--- src/sv/bitmap_store_find_next_set_core_defines.svh ---
// Assertion macros used by the bitmap store RTL.
`ifndef BITMAP_STORE_FIND_NEXT_SET_CORE_DEFINES_SVH
`define BITMAP_STORE_FIND_NEXT_SET_CORE_DEFINES_SVH

// Checked on every rising edge of i_clk once reset is released.
`define BMFNS_ASSERT(lbl, prop, msg) \
    lbl: assert property (@(posedge i_clk) disable iff (!i_rst_n) prop) else $error(msg);

// Checked on every rising edge of i_clk, reset cycles included.
`define BMFNS_ASSERT_ALWAYS(lbl, prop, msg) \
    lbl: assert property (@(posedge i_clk) prop) else $error(msg);

`endif

--- src/sv/bmfns_pkg.sv ---
package bmfns_pkg;

    localparam int WORD_BITS = 32;
    localparam int NUM_WORDS = 64;
    localparam int CAPACITY  = WORD_BITS * NUM_WORDS;

    localparam int ADDR_W = (NUM_WORDS > 1) ? $clog2(NUM_WORDS) : 1;
    localparam int OFF_W  = $clog2(WORD_BITS);
    localparam int IDX_W  = 11;
    localparam int CNT_W  = 12;
    localparam int REQ_W  = 3;
    localparam int CMP_W  = (ADDR_W + OFF_W + 1 > CNT_W) ? ADDR_W + OFF_W + 1 : CNT_W;

    localparam logic [CNT_W-1:0] BIT_COUNT_RST = CNT_W'(2048);

    localparam logic [REQ_W-1:0] REQ_SET     = 3'd0;
    localparam logic [REQ_W-1:0] REQ_CLEAR   = 3'd1;
    localparam logic [REQ_W-1:0] REQ_TEST    = 3'd2;
    localparam logic [REQ_W-1:0] REQ_FIND    = 3'd3;
    localparam logic [REQ_W-1:0] REQ_CLR_ALL = 3'd4;
    localparam logic [REQ_W-1:0] REQ_SET_ALL = 3'd5;

    typedef struct packed {
        logic [REQ_W-1:0] req_type;
        logic [IDX_W-1:0] bit_index;
    } t_in_word;

    typedef struct packed {
        logic             bit_value;
        logic [CNT_W-1:0] found_index;
        logic             index_error;
    } t_out_word;

    typedef struct packed {
        logic                 rd_en;
        logic [ADDR_W-1:0]    rd_addr;
        logic                 wr_en;
        logic [ADDR_W-1:0]    wr_addr;
        logic [WORD_BITS-1:0] wr_data;
    } t_mem_req;

    // Register value clipped to the number of bits the store can hold.
    function automatic logic [CNT_W-1:0] eff_count(input logic [CNT_W-1:0] cfg);
        logic [CMP_W:0] cap;
        cap = (CMP_W + 1)'(CAPACITY);
        if ((CMP_W + 1)'(cfg) > cap) begin
            return CNT_W'(CAPACITY);
        end
        return cfg;
    endfunction

    // Bits of word addr that lie below count.
    function automatic logic [WORD_BITS-1:0] word_limit(input logic [ADDR_W-1:0] addr,
                                                        input logic [CNT_W-1:0] count);
        logic [CMP_W-1:0] base;
        logic [CMP_W-1:0] cnt;
        logic [CMP_W-1:0] diff;
        base = CMP_W'(addr) << OFF_W;
        cnt  = CMP_W'(count);
        diff = cnt - base;
        if (cnt >= base + CMP_W'(WORD_BITS)) begin
            return '1;
        end else if (cnt <= base) begin
            return '0;
        end
        return ~({WORD_BITS{1'b1}} << diff[OFF_W-1:0]);
    endfunction

    // Position of the lowest set bit; the word must be nonzero.
    function automatic logic [OFF_W-1:0] lowest_set(input logic [WORD_BITS-1:0] d);
        logic [OFF_W-1:0] pos;
        pos = '0;
        for (int i = WORD_BITS - 1; i >= 0; i--) begin
            if (d[i]) begin
                pos = OFF_W'(i);
            end
        end
        return pos;
    endfunction

endpackage

--- src/sv/bmfns_store.sv ---
module bmfns_store
    import bmfns_pkg::*;
(
    input  logic                 i_clk,
    input  logic                 i_rst_n,
    input  t_mem_req             i_req,
    output logic [WORD_BITS-1:0] o_rd_data
);

    logic [WORD_BITS-1:0] r_mem [NUM_WORDS];
    logic [NUM_WORDS-1:0] r_vld;
    logic [WORD_BITS-1:0] r_rd_data;
    logic                 r_rd_vld;

    always_ff @(posedge i_clk) begin
        if (i_req.wr_en) begin
            r_mem[i_req.wr_addr] <= i_req.wr_data;
        end
        if (i_req.rd_en) begin
            r_rd_data <= r_mem[i_req.rd_addr];
        end
    end

    // A word that was never written since reset reads as zero.
    always_ff @(posedge i_clk) begin
        if (!i_rst_n) begin
            r_vld    <= '0;
            r_rd_vld <= 1'b0;
        end else begin
            if (i_req.wr_en) begin
                r_vld[i_req.wr_addr] <= 1'b1;
            end
            if (i_req.rd_en) begin
                r_rd_vld <= r_vld[i_req.rd_addr];
            end
        end
    end

    assign o_rd_data = r_rd_vld ? r_rd_data : '0;

endmodule

--- src/sv/bitmap_store_find_next_set_core.sv ---
// Bitmap store of up to 2048 bits held as 64 words of 32 bits in one synchronous
// memory, with set, clear, test, find-next-set, clear-all and set-all requests.
// Only the first bit_count bits are in use (a count above 2048 acts as 2048). Every
// request word gives exactly one result word. Set and clear are a read-modify-write
// of one memory word and test is a read of one; a request with an index out of
// range, or an unused code, finishes in the idle state without touching memory.
// Find reads one word after another, from the word holding the start bit up to
// the word holding the hit or the last word in use. Clear-all and set-all sweep
// every word through the single write port. Only one request is in work at a
// time. A finished result sits in an output register, so the next request is
// taken while that result still waits downstream. The store reads as all zeros
// after reset, with no clearing pass. The bit_count register is written through
// its own port, which is always ready, and should only change while the block is
// idle.
`include "bitmap_store_find_next_set_core_defines.svh"

module bitmap_store_find_next_set_core
    import bmfns_pkg::*;
(
    input  logic             i_clk,
    input  logic             i_rst_n,
    input  logic             i_in_valid,
    output logic             o_in_stall,
    input  t_in_word         i_in_word,
    output logic             o_out_valid,
    input  logic             i_out_stall,
    output t_out_word        o_out_word,
    input  logic             i_cfg_valid,
    output logic             o_cfg_ready,
    input  logic [CNT_W-1:0] i_cfg_data
);

    localparam logic [2:0] ST_IDLE = 3'd0;
    localparam logic [2:0] ST_RMW  = 3'd1;
    localparam logic [2:0] ST_FIND = 3'd2;
    localparam logic [2:0] ST_FILL = 3'd3;
    localparam logic [2:0] ST_DONE = 3'd4;

    logic [2:0]        r_state,     n_state;
    logic [REQ_W-1:0]  r_req,       n_req;
    logic [IDX_W-1:0]  r_idx,       n_idx;
    logic [CNT_W-1:0]  r_count,     n_count;
    logic [ADDR_W-1:0] r_addr,      n_addr;
    logic              r_first,     n_first;
    t_out_word         r_res,       n_res;
    logic              r_out_vld,   n_out_vld;
    t_out_word         r_out_word,  n_out_word;
    logic [CNT_W-1:0]  r_bit_count;

    t_mem_req             w_mem_req;
    logic [WORD_BITS-1:0] w_rd_data;
    logic                 w_fin;
    t_out_word            w_res;
    logic                 w_out_free;
    logic [CNT_W-1:0]     w_eff;
    logic [ADDR_W-1:0]    w_in_addr;
    logic                 w_in_range;
    logic [WORD_BITS-1:0] w_bit_mask;
    logic [WORD_BITS-1:0] w_find_word;
    logic [CMP_W-1:0]     w_next_base;

    bmfns_store u_store (
        .i_clk     (i_clk),
        .i_rst_n   (i_rst_n),
        .i_req     (w_mem_req),
        .o_rd_data (w_rd_data)
    );

    assign o_cfg_ready = 1'b1;
    assign o_in_stall  = (r_state != ST_IDLE);
    assign o_out_valid = r_out_vld;
    assign o_out_word  = r_out_word;

    // The output register can take a new result when empty or being drained.
    assign w_out_free = !r_out_vld || !i_out_stall;

    assign w_eff      = eff_count(r_bit_count);
    assign w_in_addr  = ADDR_W'(i_in_word.bit_index >> OFF_W);
    assign w_in_range = CNT_W'(i_in_word.bit_index) < w_eff;
    assign w_bit_mask = {{(WORD_BITS-1){1'b0}}, 1'b1} << r_idx[OFF_W-1:0];

    // In the first word of a find the bits below the start position are ignored,
    // and in every word the bits at or above the count.
    assign w_find_word = w_rd_data & word_limit(r_addr, r_count) &
                         (r_first ? ({WORD_BITS{1'b1}} << r_idx[OFF_W-1:0])
                                  : {WORD_BITS{1'b1}});
    assign w_next_base = (CMP_W'(r_addr) << OFF_W) + CMP_W'(WORD_BITS);

    always_comb begin
        n_state   = r_state;
        n_req     = r_req;
        n_idx     = r_idx;
        n_count   = r_count;
        n_addr    = r_addr;
        n_first   = r_first;
        n_res     = r_res;
        w_mem_req = '0;
        w_fin     = 1'b0;
        w_res     = '0;

        case (r_state)
            ST_IDLE: begin
                if (i_in_valid) begin
                    n_req   = i_in_word.req_type;
                    n_idx   = i_in_word.bit_index;
                    n_count = w_eff;
                    n_addr  = w_in_addr;
                    case (i_in_word.req_type)
                        REQ_SET, REQ_CLEAR, REQ_TEST: begin
                            if (w_in_range) begin
                                w_mem_req.rd_en   = 1'b1;
                                w_mem_req.rd_addr = w_in_addr;
                                n_state           = ST_RMW;
                            end else begin
                                w_fin             = 1'b1;
                                w_res.index_error = 1'b1;
                            end
                        end
                        REQ_FIND: begin
                            if (w_in_range) begin
                                w_mem_req.rd_en   = 1'b1;
                                w_mem_req.rd_addr = w_in_addr;
                                n_first           = 1'b1;
                                n_state           = ST_FIND;
                            end else begin
                                w_fin             = 1'b1;
                                w_res.found_index = w_eff;
                            end
                        end
                        REQ_CLR_ALL, REQ_SET_ALL: begin
                            n_addr  = '0;
                            n_state = ST_FILL;
                        end
                        default: begin
                            w_fin = 1'b1;
                        end
                    endcase
                end
            end
            ST_RMW: begin
                w_fin             = 1'b1;
                w_mem_req.wr_addr = r_addr;
                case (r_req)
                    REQ_SET: begin
                        w_mem_req.wr_en   = 1'b1;
                        w_mem_req.wr_data = w_rd_data | w_bit_mask;
                    end
                    REQ_CLEAR: begin
                        w_mem_req.wr_en   = 1'b1;
                        w_mem_req.wr_data = w_rd_data & ~w_bit_mask;
                    end
                    default: begin
                        w_res.bit_value = |(w_rd_data & w_bit_mask);
                    end
                endcase
            end
            ST_FIND: begin
                n_first = 1'b0;
                if (|w_find_word) begin
                    w_fin             = 1'b1;
                    w_res.found_index = CNT_W'({r_addr, lowest_set(w_find_word)});
                end else if (w_next_base >= CMP_W'(r_count) ||
                             r_addr == ADDR_W'(NUM_WORDS - 1)) begin
                    w_fin             = 1'b1;
                    w_res.found_index = r_count;
                end else begin
                    w_mem_req.rd_en   = 1'b1;
                    w_mem_req.rd_addr = r_addr + 1'b1;
                    n_addr            = r_addr + 1'b1;
                end
            end
            ST_FILL: begin
                w_mem_req.wr_en   = 1'b1;
                w_mem_req.wr_addr = r_addr;
                w_mem_req.wr_data = (r_req == REQ_SET_ALL) ? word_limit(r_addr, r_count)
                                                           : '0;
                if (r_addr == ADDR_W'(NUM_WORDS - 1)) begin
                    w_fin = 1'b1;
                end else begin
                    n_addr = r_addr + 1'b1;
                end
            end
            ST_DONE: begin
                if (w_out_free) begin
                    n_state = ST_IDLE;
                end
            end
            default: begin
                n_state = ST_IDLE;
            end
        endcase

        // A finished result goes straight to the output register when it is free,
        // and otherwise waits in r_res.
        if (w_fin) begin
            if (w_out_free) begin
                n_state = ST_IDLE;
            end else begin
                n_res   = w_res;
                n_state = ST_DONE;
            end
        end
    end

    always_comb begin
        n_out_vld  = r_out_vld && i_out_stall;
        n_out_word = r_out_word;
        if (w_fin && w_out_free) begin
            n_out_vld  = 1'b1;
            n_out_word = w_res;
        end else if (r_state == ST_DONE && w_out_free) begin
            n_out_vld  = 1'b1;
            n_out_word = r_res;
        end
    end

    always_ff @(posedge i_clk) begin
        if (!i_rst_n) begin
            r_state     <= ST_IDLE;
            r_out_vld   <= 1'b0;
            r_bit_count <= BIT_COUNT_RST;
        end else begin
            r_state   <= n_state;
            r_out_vld <= n_out_vld;
            if (i_cfg_valid && o_cfg_ready) begin
                r_bit_count <= i_cfg_data;
            end
        end
    end

    always_ff @(posedge i_clk) begin
        r_req      <= n_req;
        r_idx      <= n_idx;
        r_count    <= n_count;
        r_addr     <= n_addr;
        r_first    <= n_first;
        r_res      <= n_res;
        r_out_word <= n_out_word;
    end

    `BMFNS_ASSERT(a_no_write_idle, (r_state == ST_IDLE) |-> !w_mem_req.wr_en, "memory written while idle")
    `BMFNS_ASSERT(a_find_reads, (r_state == ST_FIND) && !w_fin |-> w_mem_req.rd_en, "find walk stalled without a read")
    `BMFNS_ASSERT(a_done_blocked, (r_state == ST_DONE) |-> r_out_vld, "result held back while output register empty")
    `BMFNS_ASSERT(a_err_clean, o_out_valid && o_out_word.index_error |-> !o_out_word.bit_value && (o_out_word.found_index == '0), "error result carries data")
    `BMFNS_ASSERT_ALWAYS(a_found_cap, o_out_valid |-> o_out_word.found_index <= CNT_W'(CAPACITY), "found index beyond capacity")

endmodule

--- config.mk ---
export PLATFORM = sky130hd
export DESIGN_NAME = bitmap_store_find_next_set_core
export DESIGN_NICKNAME = d
export VERILOG_FILES = /design/src/sv/bmfns_pkg.sv /design/src/sv/bmfns_store.sv /design/src/sv/bitmap_store_find_next_set_core.sv
export VERILOG_INCLUDE_DIRS = /design/src /design/src/sv
export SDC_FILE = /design/constraint.sdc
export NUM_CORES = 2
export LEC_CHECK = 0
export BUFFER_PORTS_ARGS = -buffer_cell sky130_fd_sc_hd__buf_2
export CORE_AREA = 2 2 510 512
export DETAILED_ROUTE_END_ITERATION = 6
export DIE_AREA = 0 0 512 514
export PLACE_DENSITY = 0.54
export SLEW_MARGIN = 20
export SYNTH_ARGS = -nofsm -noshare
export SYNTH_HDL_FRONTEND = slang
export SYNTH_SLANG_ARGS = --single-unit
--- constraint.sdc ---
create_clock -name i_clk -period 7.2 [get_ports i_clk]
set_input_delay 0.72 -clock i_clk [delete_from_list [all_inputs] [get_ports i_clk]]
set_output_delay 0.72 -clock i_clk [all_outputs]
set_load 0.01 [all_outputs]
==> metrics.md <==
| Metric | Value |
|---|---|
| Worst path arrival time | `7.35 ns` |
| Post-synth EDFFs | `2,135` |
| Tot GR Track Use | `22.6%` |
| Vias in the first global route | `56,200` |
| Port Buffer Count | `46` |
| Core footprint | `258,000 um2` |
| Worst-Margin Slew | `1.13 ns` |
| DP Wirelength | `182,000 um` |
| CTS tree | `built` |
| Fin cells | `10,400` |
| Row count | `187` |
| Die Ht | `514 um` |
| Count of state elements after synthesis | `2,216` |
| F_max | `0.149 GHz` |
| Type of the most critical hold path | `in2reg` |
| Clk Latency, worst-skew pair | `0.89 ns` |
| Netlist Area Pre-Place | `89,700 um2` |
| Flop2flop setup slack | `0.48 ns` |
| Worst Path Required | `7.83 ns` |
| Synth Instances | `6,588` |
| Post-synthesis sequential area ratio | `73.3%` |
| Cells along the critical path | `nand3_1 -> nor3_1 -> xnor2_1 -> ha_1 -> nand4_1 -> a21oi_1 -> o32ai_2 -> nand4_1 -> buf_4 -> o41a_1 -> a211oi_1 -> buf_4 -> nand2_2 -> o31a_2 -> buf_12 -> a21oi_4 -> buf_12 -> nand3_1 -> a31oi_1 -> nor4_1 -> buf_4 -> a31o_1` |
| Placed cells | `9,989` |
| CP max stage cell | `a31oi_1` |
| Final WL | `305,000 um` |
| CTS clk-pin slew, worst paths | `0.06 ns` |
| Crit end category | `register` |
| Leading cell types in the layout, fill and taps excluded | `2,135 x edfxtp_1, 1,480 x nand2_1, 420 x nand3_1` |
| Initial Util | `34.8%` |
| Period utilization | `93.4%` |
| Synth top area cells | `edfxtp_1 71%, nand2_1 6.2%, mux2i_1 3.9%` |
| Synth top area share | `71.5%` |
| Leak Pwr | `33.9 nW` |
| Crit Path Category | `reg2reg` |
| # hold bufs at CTS | `0` |
| Status | `complete, no violations` |
| Drt drc | `0` |
| CTS Buffer Depth | `3` |
| Root Buffer Master | `clkbuf_16` |
| Distinct cells, synth | `92` |
| Area grow syn2layout | `16.3%` |
| Post-synth top area cell | `edfxtp_1` |
| Worst Clk Skew | `0.0551 ns` |
| Final Setup Violations | `0` |
| RSZ-0062 raised after global routing | `false` |
| RD Place Congestion | `0.934` |
| Initial antenna violation count | `14` |
| Antenna viol nets, final | `0` |
| Largest stage delay on the critical path | `0.74 ns` |
| First-pass GRT wire length | `429,000 um` |
| Final Hold Vio Count | `0` |
| Synth Net Count | `6,642` |
| Fraction of layout cells with a size suffix above 1 | `13.7%` |
| Most common cell on crit path | `buf_4` |
| Slew HR | `24.5%` |
| Syn_area_per_cell | `13.6 um2` |
| Global route overflow | `0` |
| CTS H-tree depth | `4` |
| Die Area | `263,000 um2` |
| Yosys Warn Count | `0` |
| Pwr Total | `33.7 mW` |
| CP Launch Type | `register` |
| Initial DRC count | `7,290` |
| Via count | `59,000` |
| # IOs | `48` |
| Hold path depth | `1` |
| Worst-case reg-to-reg path depth | `22` |
| Most common cell after layout, fill and taps aside | `edfxtp_1` |
| Max Fanout on Critical Path | `56` |
| Total CTS buffers | `221` |
| DR vias/cell | `5.67` |
| Main synth FF type | `edfxtp_1` |
| Placed cell areas | `96,900 um2` |
| Max Slew Vio Count | `0` |
| WL/cell | `29.3 um` |
| Pre-antenna DRT Iters | `6` |
| Worst VDD drop | `0.298 mV` |
| Die Width | `512 um` |
| Pwr/cell area | `323 nW/um2` |
| Pin count of the biggest net entering global routing | `109` |
| Final nets | `6,870` |
| Max-cap violations | `0` |
| FFs w/ async S/R, synth | `0%` |
| Clock sinks | `2,216` |
| Final Cell Area | `104,000 um2` |
| Final Critical Period | `6.72 ns` |
==> layer usage <==
layer	global-route usage (%)	routed length, um
met3	4.37	26500
met5	0	12
met1	31.0	127000
met2	34.8	137000
met4	9.78	14500
==> flip-flops by register name, indices dropped and copies added (netlist names), 3 cells and up <==
signal	flops
r_count	12
r_addr	6
r_res	14
r_req	3
u_store.r_rd_data	32
u_store.r_mem	2048
r_idx	5
u_store.r_vld	64
r_bit_count	12
o_out_word	14
r_state	3
==> path summary, 6_finish.rpt <==
path | endpoint | startpoint
max | u_store.r_rd_data[20] | r_addr[1]
min reg2reg | u_store.r_vld[29] | u_store.r_vld[29]
max reg2reg | u_store.r_rd_data[20] | r_addr[1]
min | r_idx[3] | i_in_word[3]
==> cell families (layout without fill, tap and decap cells) <==
family	Yosys count	count (layout)	share of synthesized area [%]
AO/OA/AOI/OAI	998	998	8.03
XOR/XNOR	5	5	0.0725
adder cells (fa/ha/maj)	23	23	0.321
buffers and inverters	468	877	2.27
flip-flops	2216	2216	73.3
multiplexers	371	371	4.18
other	1	6	0.00418
AND/OR/NAND/NOR	2506	2506	11.9
==> metrics by stage <==
stage	setup WS (ns)	hold WS (ns)	setup TNS (ns)	utilization [%]
3_5_place_dp	-0.0982	0.456	-0.142	37.6
4_1_cts	0.0161	0.00876	0	40.4
5_1_grt	0.0957	0.0308	0	40.4
2_1_floorplan	1.24	0.432	0	-
3_3_place_gp	-0.589	0.441	-1.86	37.5
6_report	0.478	0.0752	0	40.4
==> worst max-delay path, delay by kind of cell (launching register included) <==
kind | cells | cell delay (ns)
DFF | 1 | 0.53
AOI/OAI and AO/OA | 8 | 2.67
and+or+nand+nor | 7 | 1.37
buffers and inverters | 5 | 1.27
xor gates and xnor gates | 1 | 0.23
adders and majority gates | 1 | 0.33
==> cell type report <==
cell class	count	area [um2]
Antenna cell	5	12.5
Clock buffer	287	5970
Clock inverter	117	1250
Fill cell	23700	154000
Inverter	30	114
Multi-Input combinational cell	3904	23200
Sequential cell	2216	65700
Tap cell	3402	4260
Timing Repair Buffer	443	3800
==> cell usage after synthesis, types with 9 or more instances <==
cell type and instances:
edfxtp_1 2135, nand2_1 1482, nand3_1 422, mux2i_1 350, nor2_1 344, clkbuf_1 223, a32oi_1 216, buf_2 180
a31oi_1 178, a21oi_1 158, dfxtp_1 81, o21ai_0 81, o22ai_1 64, nand4_1 59, o221ai_1 53, nor4_1 49
a21o_1 33, a41o_1 33, and2_1 32, a211oi_1 28, inv_1 28, buf_1 23, ha_1 23, nor3_1 23
o211ai_1 22, mux2_2 20, nand2b_1 17, a41oi_1 16, and3_1 15, nor2b_1 15, a31o_1 12, o21a_1 11
buf_4 10, o31a_1 9, or3_1 9
==> timing repair <==
action	in CTS	in global routing
gates resized for setup	2	10
pin swaps	0	2
buffers inserted	0	5
setup endpoints to repair	2	33
==> power breakdown <==
part / total, mW / switching (mW) / internal [mW]
clock network: 11.5 / 4.96 / 6.56
registers: 14.7 / 0.381 / 14.4
logic: 7.45 / 5.12 / 2.33
total: 33.7 / 10.5 / 23.2
Note: power is estimated with default switching activity, not from simulation.
